`config.mk`:
```
export PLATFORM = sky130hd
export DESIGN_NAME = rc_channel_frame_builder
export DESIGN_NICKNAME = d
export VERILOG_FILES = /design/src/rccfb_pkg.sv /design/src/rccfb_in_stage.sv /design/src/rccfb_serializer.sv /design/src/rc_channel_frame_builder.sv
export SDC_FILE = /design/constraint.sdc
export NUM_CORES = 1
export LEC_CHECK = 0
export BUFFER_PORTS_ARGS = -buffer_cell sky130_fd_sc_hd__buf_2
export CAP_MARGIN = 20
export CORE_ASPECT_RATIO = 1.5
export CORE_MARGIN = 10
export CORE_UTILIZATION = 57
export DETAILED_ROUTE_END_ITERATION = 12
export PLACE_DENSITY = 0.81
export SLEW_MARGIN = 20
export SYNTH_ARGS = -nofsm -noshare
export SYNTH_HDL_FRONTEND = slang
export SYNTH_HIERARCHICAL = 1
export SYNTH_SLANG_ARGS = --single-unit
```
`constraint.sdc`:
```
create_clock -name clk -period 7 [get_ports clk]
set_input_delay 0.7 -clock clk [delete_from_list [all_inputs] [get_ports clk]]
set_output_delay 0.7 -clock clk [all_outputs]
set_load 0.03 [all_outputs]
```
`src/rccfb_pkg.sv`:
```
// ----------------------------------------------------------------------------
// rccfb_pkg
// Shared types, frame constants and the table driven CRC16 step for the
// RC channel frame builder.
// ----------------------------------------------------------------------------
package rccfb_pkg;

  // Number of hop channels the index wraps at
  localparam int unsigned HOP_COUNT = 47;

  // Frame lengths and length bytes
  localparam logic [5:0] FRAME_LEN_SHORT = 6'd30;
  localparam logic [5:0] FRAME_LEN_LONG  = 6'd33;
  localparam logic [7:0] LEN_BYTE_SHORT  = 8'h1D;
  localparam logic [7:0] LEN_BYTE_LONG   = 8'h20;

  // Fixed header / trailer bytes
  localparam logic [7:0] PKT_TYPE_BYTE = 8'h02;
  localparam logic [7:0] PKT_FLAG_BYTE = 8'h01;
  localparam logic [7:0] PKT_TAIL_BYTE = 8'h08;

  // First byte covered by the CRC
  localparam logic [5:0] CRC_START_IDX = 6'd3;

  // Mapped value of 1500 us with the upper-half flag (bit 11) set
  localparam logic [11:0] UPPER_CHAN_VAL = 12'hC00;

  // Channel mapping constants
  localparam logic [15:0] CHAN_OFFSET = 16'd860;
  localparam logic [15:0] CHAN_BIAS   = 16'd64;

  typedef logic [11:0] chan_t;
  typedef chan_t [7:0] chan_set_t;

  // Configuration register indexes
  typedef enum logic [1:0] {
    CFG_TX_ID     = 2'd0,
    CFG_LONG_MODE = 2'd1,
    CFG_HOP_STEP  = 2'd2
  } cfg_idx_t;

  typedef struct packed {
    logic [15:0] tx_id;
    logic        long_mode;
    logic [5:0]  hop_step;
  } cfg_t;

  // Mapped channel set handed from the input stage to the serializer
  typedef struct packed {
    logic      valid;
    chan_set_t chans;
  } hold_t;

  // CRC term tables: low nibble table and 0x1081 times the high nibble
  localparam logic [15:0] CRC_LO_TBL [16] = '{
    16'h0000, 16'h1189, 16'h2312, 16'h329B, 16'h4624, 16'h57AD, 16'h6536, 16'h74BF,
    16'h8C48, 16'h9DC1, 16'hAF5A, 16'hBED3, 16'hCA6C, 16'hDBE5, 16'hE97E, 16'hF8F7
  };
  localparam logic [15:0] CRC_HI_TBL [16] = '{
    16'h0000, 16'h1081, 16'h2102, 16'h3183, 16'h4204, 16'h5285, 16'h6306, 16'h7387,
    16'h8408, 16'h9489, 16'hA50A, 16'hB58B, 16'hC60C, 16'hD68D, 16'hE70E, 16'hF78F
  };

  // One byte of CRC16
  function automatic logic [15:0] crc_step(input logic [15:0] crc, input logic [7:0] b);
    logic [7:0] v;
    v = crc[15:8] ^ b;
    return {crc[7:0], 8'h00} ^ CRC_LO_TBL[v[3:0]] ^ CRC_HI_TBL[v[7:4]];
  endfunction

endpackage

```
`src/rccfb_in_stage.sv`:
```
// ----------------------------------------------------------------------------
// rccfb_in_stage
// Input holding register: maps the eight channels on acceptance and keeps
// them until the serializer takes them for the next frame.
// ----------------------------------------------------------------------------
module rccfb_in_stage (
  input  logic                 clk,
  input  logic                 rst_n,
  input  logic                 in_valid,
  output logic                 in_ready,
  input  rccfb_pkg::chan_set_t in_chans,
  input  logic                 take,
  output rccfb_pkg::hold_t     hold
);
  import rccfb_pkg::*;

  logic      hold_valid_r;
  logic      hold_valid_nxt;
  chan_set_t chans_r;
  chan_set_t mapped;
  logic      accept;

  // m = floor((v - 860) * 3 / 2) + 64, low 12 bits
  function automatic chan_t map_channel(input chan_t v);
    logic [15:0] d;
    logic [15:0] x;
    logic [15:0] h;
    d = {4'd0, v} - CHAN_OFFSET;
    x = d + {d[14:0], 1'b0};
    h = {x[15], x[15:1]} + CHAN_BIAS;
    return h[11:0];
  endfunction

  always_comb begin
    for (int i = 0; i < 8; i++) begin
      mapped[i] = map_channel(in_chans[i]);
    end
  end

  // Free slot, or the slot empties this cycle
  assign in_ready = !hold_valid_r || take;
  assign accept   = in_valid && in_ready;

  always_comb begin
    hold_valid_nxt = hold_valid_r;
    if (accept) begin
      hold_valid_nxt = 1'b1;
    end else if (take) begin
      hold_valid_nxt = 1'b0;
    end
  end

  always_ff @(posedge clk) begin
    if (!rst_n) begin
      hold_valid_r <= 1'b0;
    end else begin
      hold_valid_r <= hold_valid_nxt;
    end
  end

  always_ff @(posedge clk) begin
    if (accept) begin
      chans_r <= mapped;
    end
  end

  assign hold.valid = hold_valid_r;
  assign hold.chans = chans_r;

endmodule

```
`src/rccfb_serializer.sv`:
```
// ----------------------------------------------------------------------------
// rccfb_serializer
// Frame sequencer: holds one frame's channels, steps the hop state, emits
// the frame a byte a cycle, unless the output stalls, through an output register and runs the CRC.
// ----------------------------------------------------------------------------
module rccfb_serializer (
  input  logic             clk,
  input  logic             rst_n,
  input  rccfb_pkg::cfg_t  cfg,
  input  rccfb_pkg::hold_t hold,
  output logic             take,
  output logic             out_valid,
  input  logic             out_ready,
  output logic [7:0]       out_frame_byte,
  output logic             out_last_byte
);
  import rccfb_pkg::*;

  localparam logic [6:0] HOP_MOD = 7'(HOP_COUNT);

  logic        active_r,   active_nxt;
  logic [5:0]  idx_r,      idx_nxt;
  logic [15:0] crc_r,      crc_nxt;
  logic [5:0]  hop_r,      hop_nxt;
  logic        upper_r,    upper_nxt;
  logic        cur_upper_r;
  chan_set_t   chans_r;
  logic        out_valid_r, out_valid_nxt;
  logic [7:0]  out_byte_r;
  logic        out_last_r;

  logic [5:0]  frame_len;
  logic        adv;
  logic        is_last;
  logic        load;
  logic [7:0]  body_byte;
  logic [7:0]  cur_byte;
  logic        crc_en;
  chan_set_t   ch;
  logic [6:0]  hop_sum;
  logic [6:0]  hop_red1;
  logic [6:0]  hop_red2;

  assign frame_len = cfg.long_mode ? FRAME_LEN_LONG : FRAME_LEN_SHORT;

  // Emit the next byte when the output register is free or being drained
  assign adv     = active_r && (!out_valid_r || out_ready);
  assign is_last = (idx_r == frame_len - 6'd1);
  assign load    = hold.valid && (!active_r || (adv && is_last));
  assign take    = load;

  // Hop index advance: sum stays below three wraps
  assign hop_sum  = {1'b0, hop_r} + {1'b0, cfg.hop_step};
  assign hop_red1 = (hop_sum >= HOP_MOD) ? hop_sum - HOP_MOD : hop_sum;
  assign hop_red2 = (hop_red1 >= HOP_MOD) ? hop_red1 - HOP_MOD : hop_red1;

  // Channel source for this frame
  always_comb begin
    for (int i = 0; i < 8; i++) begin
      ch[i] = cur_upper_r ? UPPER_CHAN_VAL : chans_r[i];
    end
  end

  // Frame body byte at the current index
  always_comb begin
    case (idx_r)
      6'd0:    body_byte = cfg.long_mode ? LEN_BYTE_LONG : LEN_BYTE_SHORT;
      6'd1:    body_byte = cfg.tx_id[15:8];
      6'd2:    body_byte = cfg.tx_id[7:0];
      6'd3:    body_byte = PKT_TYPE_BYTE;
      6'd4:    body_byte = {cfg.hop_step[1:0], 6'd0} + {2'd0, hop_r};
      6'd5:    body_byte = {4'd0, cfg.hop_step[5:2]};
      6'd6:    body_byte = PKT_FLAG_BYTE;
      6'd9:    body_byte = ch[0][7:0];
      6'd10:   body_byte = {ch[1][3:0], ch[0][11:8]};
      6'd11:   body_byte = ch[1][11:4];
      6'd12:   body_byte = ch[2][7:0];
      6'd13:   body_byte = {ch[3][3:0], ch[2][11:8]};
      6'd14:   body_byte = ch[3][11:4];
      6'd15:   body_byte = ch[4][7:0];
      6'd16:   body_byte = {ch[5][3:0], ch[4][11:8]};
      6'd17:   body_byte = ch[5][11:4];
      6'd18:   body_byte = ch[6][7:0];
      6'd19:   body_byte = {ch[7][3:0], ch[6][11:8]};
      6'd20:   body_byte = ch[7][11:4];
      6'd21:   body_byte = PKT_TAIL_BYTE;
      default: body_byte = 8'h00;
    endcase
  end

  // CRC trailer overrides the body at the last two positions
  always_comb begin
    cur_byte = body_byte;
    if (idx_r == frame_len - 6'd2) begin
      cur_byte = crc_r[15:8];
    end else if (is_last) begin
      cur_byte = crc_r[7:0];
    end
  end

  assign crc_en = (idx_r >= CRC_START_IDX) && (idx_r < frame_len - 6'd2);

  // Sequencer next state
  always_comb begin
    active_nxt    = active_r;
    idx_nxt       = idx_r;
    crc_nxt       = crc_r;
    hop_nxt       = hop_r;
    upper_nxt     = upper_r;
    out_valid_nxt = out_valid_r;
    if (adv) begin
      out_valid_nxt = 1'b1;
      idx_nxt       = idx_r + 6'd1;
      if (crc_en) begin
        crc_nxt = crc_step(crc_r, body_byte);
      end
      if (is_last) begin
        active_nxt = 1'b0;
      end
    end else if (out_ready) begin
      out_valid_nxt = 1'b0;
    end
    if (load) begin
      active_nxt = 1'b1;
      idx_nxt    = 6'd0;
      crc_nxt    = 16'h0000;
      hop_nxt    = hop_red2[5:0];
      upper_nxt  = !upper_r;
    end
  end

  always_ff @(posedge clk) begin
    if (!rst_n) begin
      active_r    <= 1'b0;
      idx_r       <= 6'd0;
      crc_r       <= 16'h0000;
      hop_r       <= 6'd0;
      upper_r     <= 1'b0;
      out_valid_r <= 1'b0;
    end else begin
      active_r    <= active_nxt;
      idx_r       <= idx_nxt;
      crc_r       <= crc_nxt;
      hop_r       <= hop_nxt;
      upper_r     <= upper_nxt;
      out_valid_r <= out_valid_nxt;
    end
  end

  // Frame payload and output data registers
  always_ff @(posedge clk) begin
    if (load) begin
      chans_r     <= hold.chans;
      cur_upper_r <= upper_r;
    end
    if (adv) begin
      out_byte_r <= cur_byte;
      out_last_r <= is_last;
    end
  end

  assign out_valid      = out_valid_r;
  assign out_frame_byte = out_byte_r;
  assign out_last_byte  = out_last_r;

  // Checks
  a_idx_in_frame: assert property (@(posedge clk) disable iff (!rst_n)
    active_r |-> (idx_r < frame_len))
    else $error("byte index ran past the frame end");

  a_load_restarts: assert property (@(posedge clk) disable iff (!rst_n)
    load |=> (active_r && (idx_r == 6'd0) && (crc_r == 16'h0000)))
    else $error("frame load did not restart the sequencer");

  a_last_flag: assert property (@(posedge clk) disable iff (!rst_n)
    (adv && is_last) |=> (out_valid_r && out_last_r))
    else $error("final byte not flagged as last");

  a_hop_range: assert property (@(posedge clk) disable iff (!rst_n)
    load |=> (hop_r < 6'(HOP_COUNT)))
    else $error("hop index out of range");

endmodule

```
`src/rc_channel_frame_builder.sv`:
```
// ----------------------------------------------------------------------------
// rc_channel_frame_builder
// Builds one CRC16 closed radio frame per accepted channel transaction.
// ----------------------------------------------------------------------------
// Data path: the input holding register, the sequencer state, then the single
// byte-wide output register. Throughput: one byte per cycle unless out_ready
//   stalls, 30 (short) or 33 (long) bytes per frame; frames run back to back.
// A second transaction is held in the input register while a frame streams.
// Reset (rst_n low, synchronous): hop index 0, even frame first, id 0,
//   short mode, hop step 1, input holding register empty.
// ----------------------------------------------------------------------------
module rc_channel_frame_builder (
  input  logic        clk,
  input  logic        rst_n,
  input  logic        cfg_we,
  input  logic [1:0]  cfg_index,
  input  logic [15:0] cfg_wdata,
  input  logic        in_valid,
  output logic        in_ready,
  input  logic [11:0] in_ch0,
  input  logic [11:0] in_ch1,
  input  logic [11:0] in_ch2,
  input  logic [11:0] in_ch3,
  input  logic [11:0] in_ch4,
  input  logic [11:0] in_ch5,
  input  logic [11:0] in_ch6,
  input  logic [11:0] in_ch7,
  output logic        out_valid,
  input  logic        out_ready,
  output logic [7:0]  out_frame_byte,
  output logic        out_last_byte
);
  import rccfb_pkg::*;

  cfg_t      cfg_r;
  chan_set_t in_chans;
  hold_t     hold;
  logic      take;

  // Configuration registers
  always_ff @(posedge clk) begin
    if (!rst_n) begin
      cfg_r.tx_id     <= 16'd0;
      cfg_r.long_mode <= 1'b0;
      cfg_r.hop_step  <= 6'd1;
    end else if (cfg_we) begin
      unique case (cfg_idx_t'(cfg_index))
        CFG_TX_ID:     cfg_r.tx_id     <= cfg_wdata;
        CFG_LONG_MODE: cfg_r.long_mode <= cfg_wdata[0];
        CFG_HOP_STEP:  cfg_r.hop_step  <= cfg_wdata[5:0];
        default:       ;
      endcase
    end
  end

  assign in_chans = {in_ch7, in_ch6, in_ch5, in_ch4, in_ch3, in_ch2, in_ch1, in_ch0};

  rccfb_in_stage u_in_stage (
    .clk      (clk),
    .rst_n    (rst_n),
    .in_valid (in_valid),
    .in_ready (in_ready),
    .in_chans (in_chans),
    .take     (take),
    .hold     (hold)
  );

  rccfb_serializer u_serializer (
    .clk            (clk),
    .rst_n          (rst_n),
    .cfg            (cfg_r),
    .hold           (hold),
    .take           (take),
    .out_valid      (out_valid),
    .out_ready      (out_ready),
    .out_frame_byte (out_frame_byte),
    .out_last_byte  (out_last_byte)
  );

endmodule

```
==> flow_summary.toml <==
[synthesis]
synth-seq-area-share = 0.428
synth.most_common_cell = "edfxtp_1"
synth_top_family_by_area = "simple AND/OR/NAND/NOR gates"
synth_area_leaders = "edfxtp_1 36%, ha_1 8.3%, dfxtp_1 6.5%"
synth_xor_area_frac = 0.119
synth-simple-area-share = 0.156
synth_cell_types = 100
async_flop_share = 0
postSynthCellCount = 1608
mappedNetlistArea_um2 = 16700
synth_area_per_cell_um2 = 10.4
synth_compound_area_frac = 0.147
synth_adder_area_share = 0.0946
yosys.area.top_type_share = 0.363
ys_ff_latch = 256
yosysTopAreaCell = "edfxtp_1"
synthTopCellsByCount = "202 x edfxtp_1, 134 x nand2_1, 117 x xnor2_1, 115 x nand3_1, 111 x ha_1"
synthMuxAreaShare = 0.0236
ys.warnings.count = 6
syn-num-nets = 1847
synth_top_flop_cell = "edfxtp_1"
synth_edf_count = 202

[clock_network]
cts_resized = 0
cts_tree = "yes"
clk_root_buffer_cell = "clkbuf_16"
cts_sinks = 256
clockBufferDepth = 3
hold_buffers = 0
htreeDepth = 1
insertion_delay_ns = 0.52
cts_buffers = 24
path_clk_slew_ns = 0.06
postCtsSetupRepairBufs = 0

[power_and_ir_drop]
ir_worst_vdd_uv = 143
p_leak_uw = 0.00727
power.density_nw_per_um2 = 252

[cells_and_area]
fin_util = 0.641
layout.nets = 1967
syn2layout_area_growth_pct = 10.6
antenna_cells = 0
drive_gt1_frac = 0.130
final.fill_count = 2212

[critical_path]
critical_path.max_fanout = 52
worst_ep_arrival_time_ns = 4.43
critPathLaunchType = "register"
crit_type = "reg2reg"
cp.required_ns = 7.15
endpoint_kind = "register"

[placement]
io_buffers = 129
place.gp.congestion = 0.939
hpwlAfterDp_mm = 28.2

[floorplanning]
start_util = 0.580
die_area_um2 = 36700
fp.coreArea_um2 = 28800
dieHeight_um = 230
rows = 76
dieWidth_um = 160
io_pins = 130

[detailed_routing]
drt-wirelength-per-cell_um = 17.7
drt_first_pass_iters = 6
drt_wl_total_mm = 37.7
num_vias = 12800
drc = 0
routed_via_density = 5.98
drtIter0Drc = 849
antenna_left = 0

[global_route]
grt_pass1_wl_mm = 60.5
grt_pass1_vias = 12400
grt_max_degree = 57
gr-total-overflow = 0
grt_usage = 0.196
antenna_found_initial = 0

[timing]
tightest_slew_ns = 0.847
setup_tns_ns = 0
finClkSkew_ns = 0.0107
report.final.slew_viol_count = 0
timing.final.crit_period_ns = 4.27
fin_crit_sh = 0.611
rsz0062_at_grt = "false"
slew_headroom = 0.435
hold_viol = 0
fmax_mhz = 234
finalSetupViolations = 0

[min_path]
hp-class = "reg2reg"

[status]
outcome = "finished, final reports clean"

[flow_run]
drv_cap = 0
## kinds of logic (layout without fill, tap and decap cells)
group,count (synthesis),after routing
AO/OA/AOI/OAI,353,353
XOR/XNOR,213,213
adder cells (fa/ha/maj),121,121
buffers and inverters,115,252
flip-flops,256,256
multiplexers,39,39
AND/OR/NAND/NOR,511,511
## critical path, stage by stage, from the launching register on
cell and delay, ns:
dfxtp_1 0.51, or3_1 0.45, o22ai_1 0.17, nand2_1 0.19, o21ai_1 0.20, nand2_1 0.25
clkinv_2 0.62, nand2b_1 0.24, and2_4 0.55, buf_4 0.64
## metrics by stage
step / setup slack, ns / area, um2 / instances / hold slack (ns) / total power (uW)
2_1_floorplan: 1.04 / 16700 / 1608 / 0.400 / 3000
3_3_place_gp: 2.86 / 17600 / 2092 / 0.401 / 3290
3_5_place_dp: 2.78 / 17600 / 2092 / 0.405 / 3330
4_1_cts: 2.73 / 18500 / 2135 / 0.418 / 4680
5_1_grt: 2.43 / 18500 / 2135 / 0.423 / 4890
6_report: 2.73 / 18500 / 2135 / 0.415 / 4660
## flip-flops by register name, indices dropped and copies added, names as in the netlist
register                     cells
u_in_stage/hold                 96
u_serializer/out_last_byte       1
cfg_r                           23
u_serializer/upper_r             1
u_serializer/crc_r              15
u_serializer/out_frame_byte      8
u_serializer/active_r            1
u_serializer/cur_upper_r         1
u_serializer/out_valid           1
u_serializer/chans_r            96
u_in_stage/hold_valid_r          1
u_serializer/hop_r               6
u_serializer/idx_r               6
## metal layers
layer | vias up | routed length (um) | global-route usage
li1 | 6224 | - | -
met1 | 5987 | 14500 | 0.221
met2 | 434 | 19000 | 0.348
met3 | 114 | 2060 | 0.0269
met4 | 0 | 2080 | 0.109
met5 | - | 0 | 0
## layout make-up
class | instances | area, um2 | area share
multi-input cells | 1237 | 9020 | 0.489
well taps | 390 | 488 | 0.0264
clock inverters | 16 | 186 | 0.0101
repair buffers | 141 | 736 | 0.0398
flip-flops and latches | 256 | 7150 | 0.387
inverters | 68 | 256 | 0.0139
clock buffers | 27 | 633 | 0.0343
## final timing paths
path	startpoint	end	slack, ns	depth (start not counted)
setup reg to reg	u_serializer/idx_r[2]	u_in_stage/hold[81]	2.73	9
setup / recovery	u_serializer/idx_r[2]	u_in_stage/hold[81]	2.73	9
hold reg to reg	u_in_stage/hold[17]	u_serializer/chans_r[17]	0.42	0
hold / removal	u_in_stage/hold[17]	u_serializer/chans_r[17]	0.42	0
## power by group
group,internal (uW),switching [uW]
registers,1970,87.2
clock network,798,544
logic,532,733
## placed cells by master, fill, tap and decap left out, types with 36 or more instances in the layout
master	instances
inv_1	66
a21oi_1	85
buf_2	129
dfxtp_1	54
nand2_1	134
nor2_1	82
edfxtp_1	202
xor2_1	86
xnor2_1	117
mux2i_1	36
nand3_1	115
ha_1	111
o21ai_0	56
(Power assumes the default switching activity.)
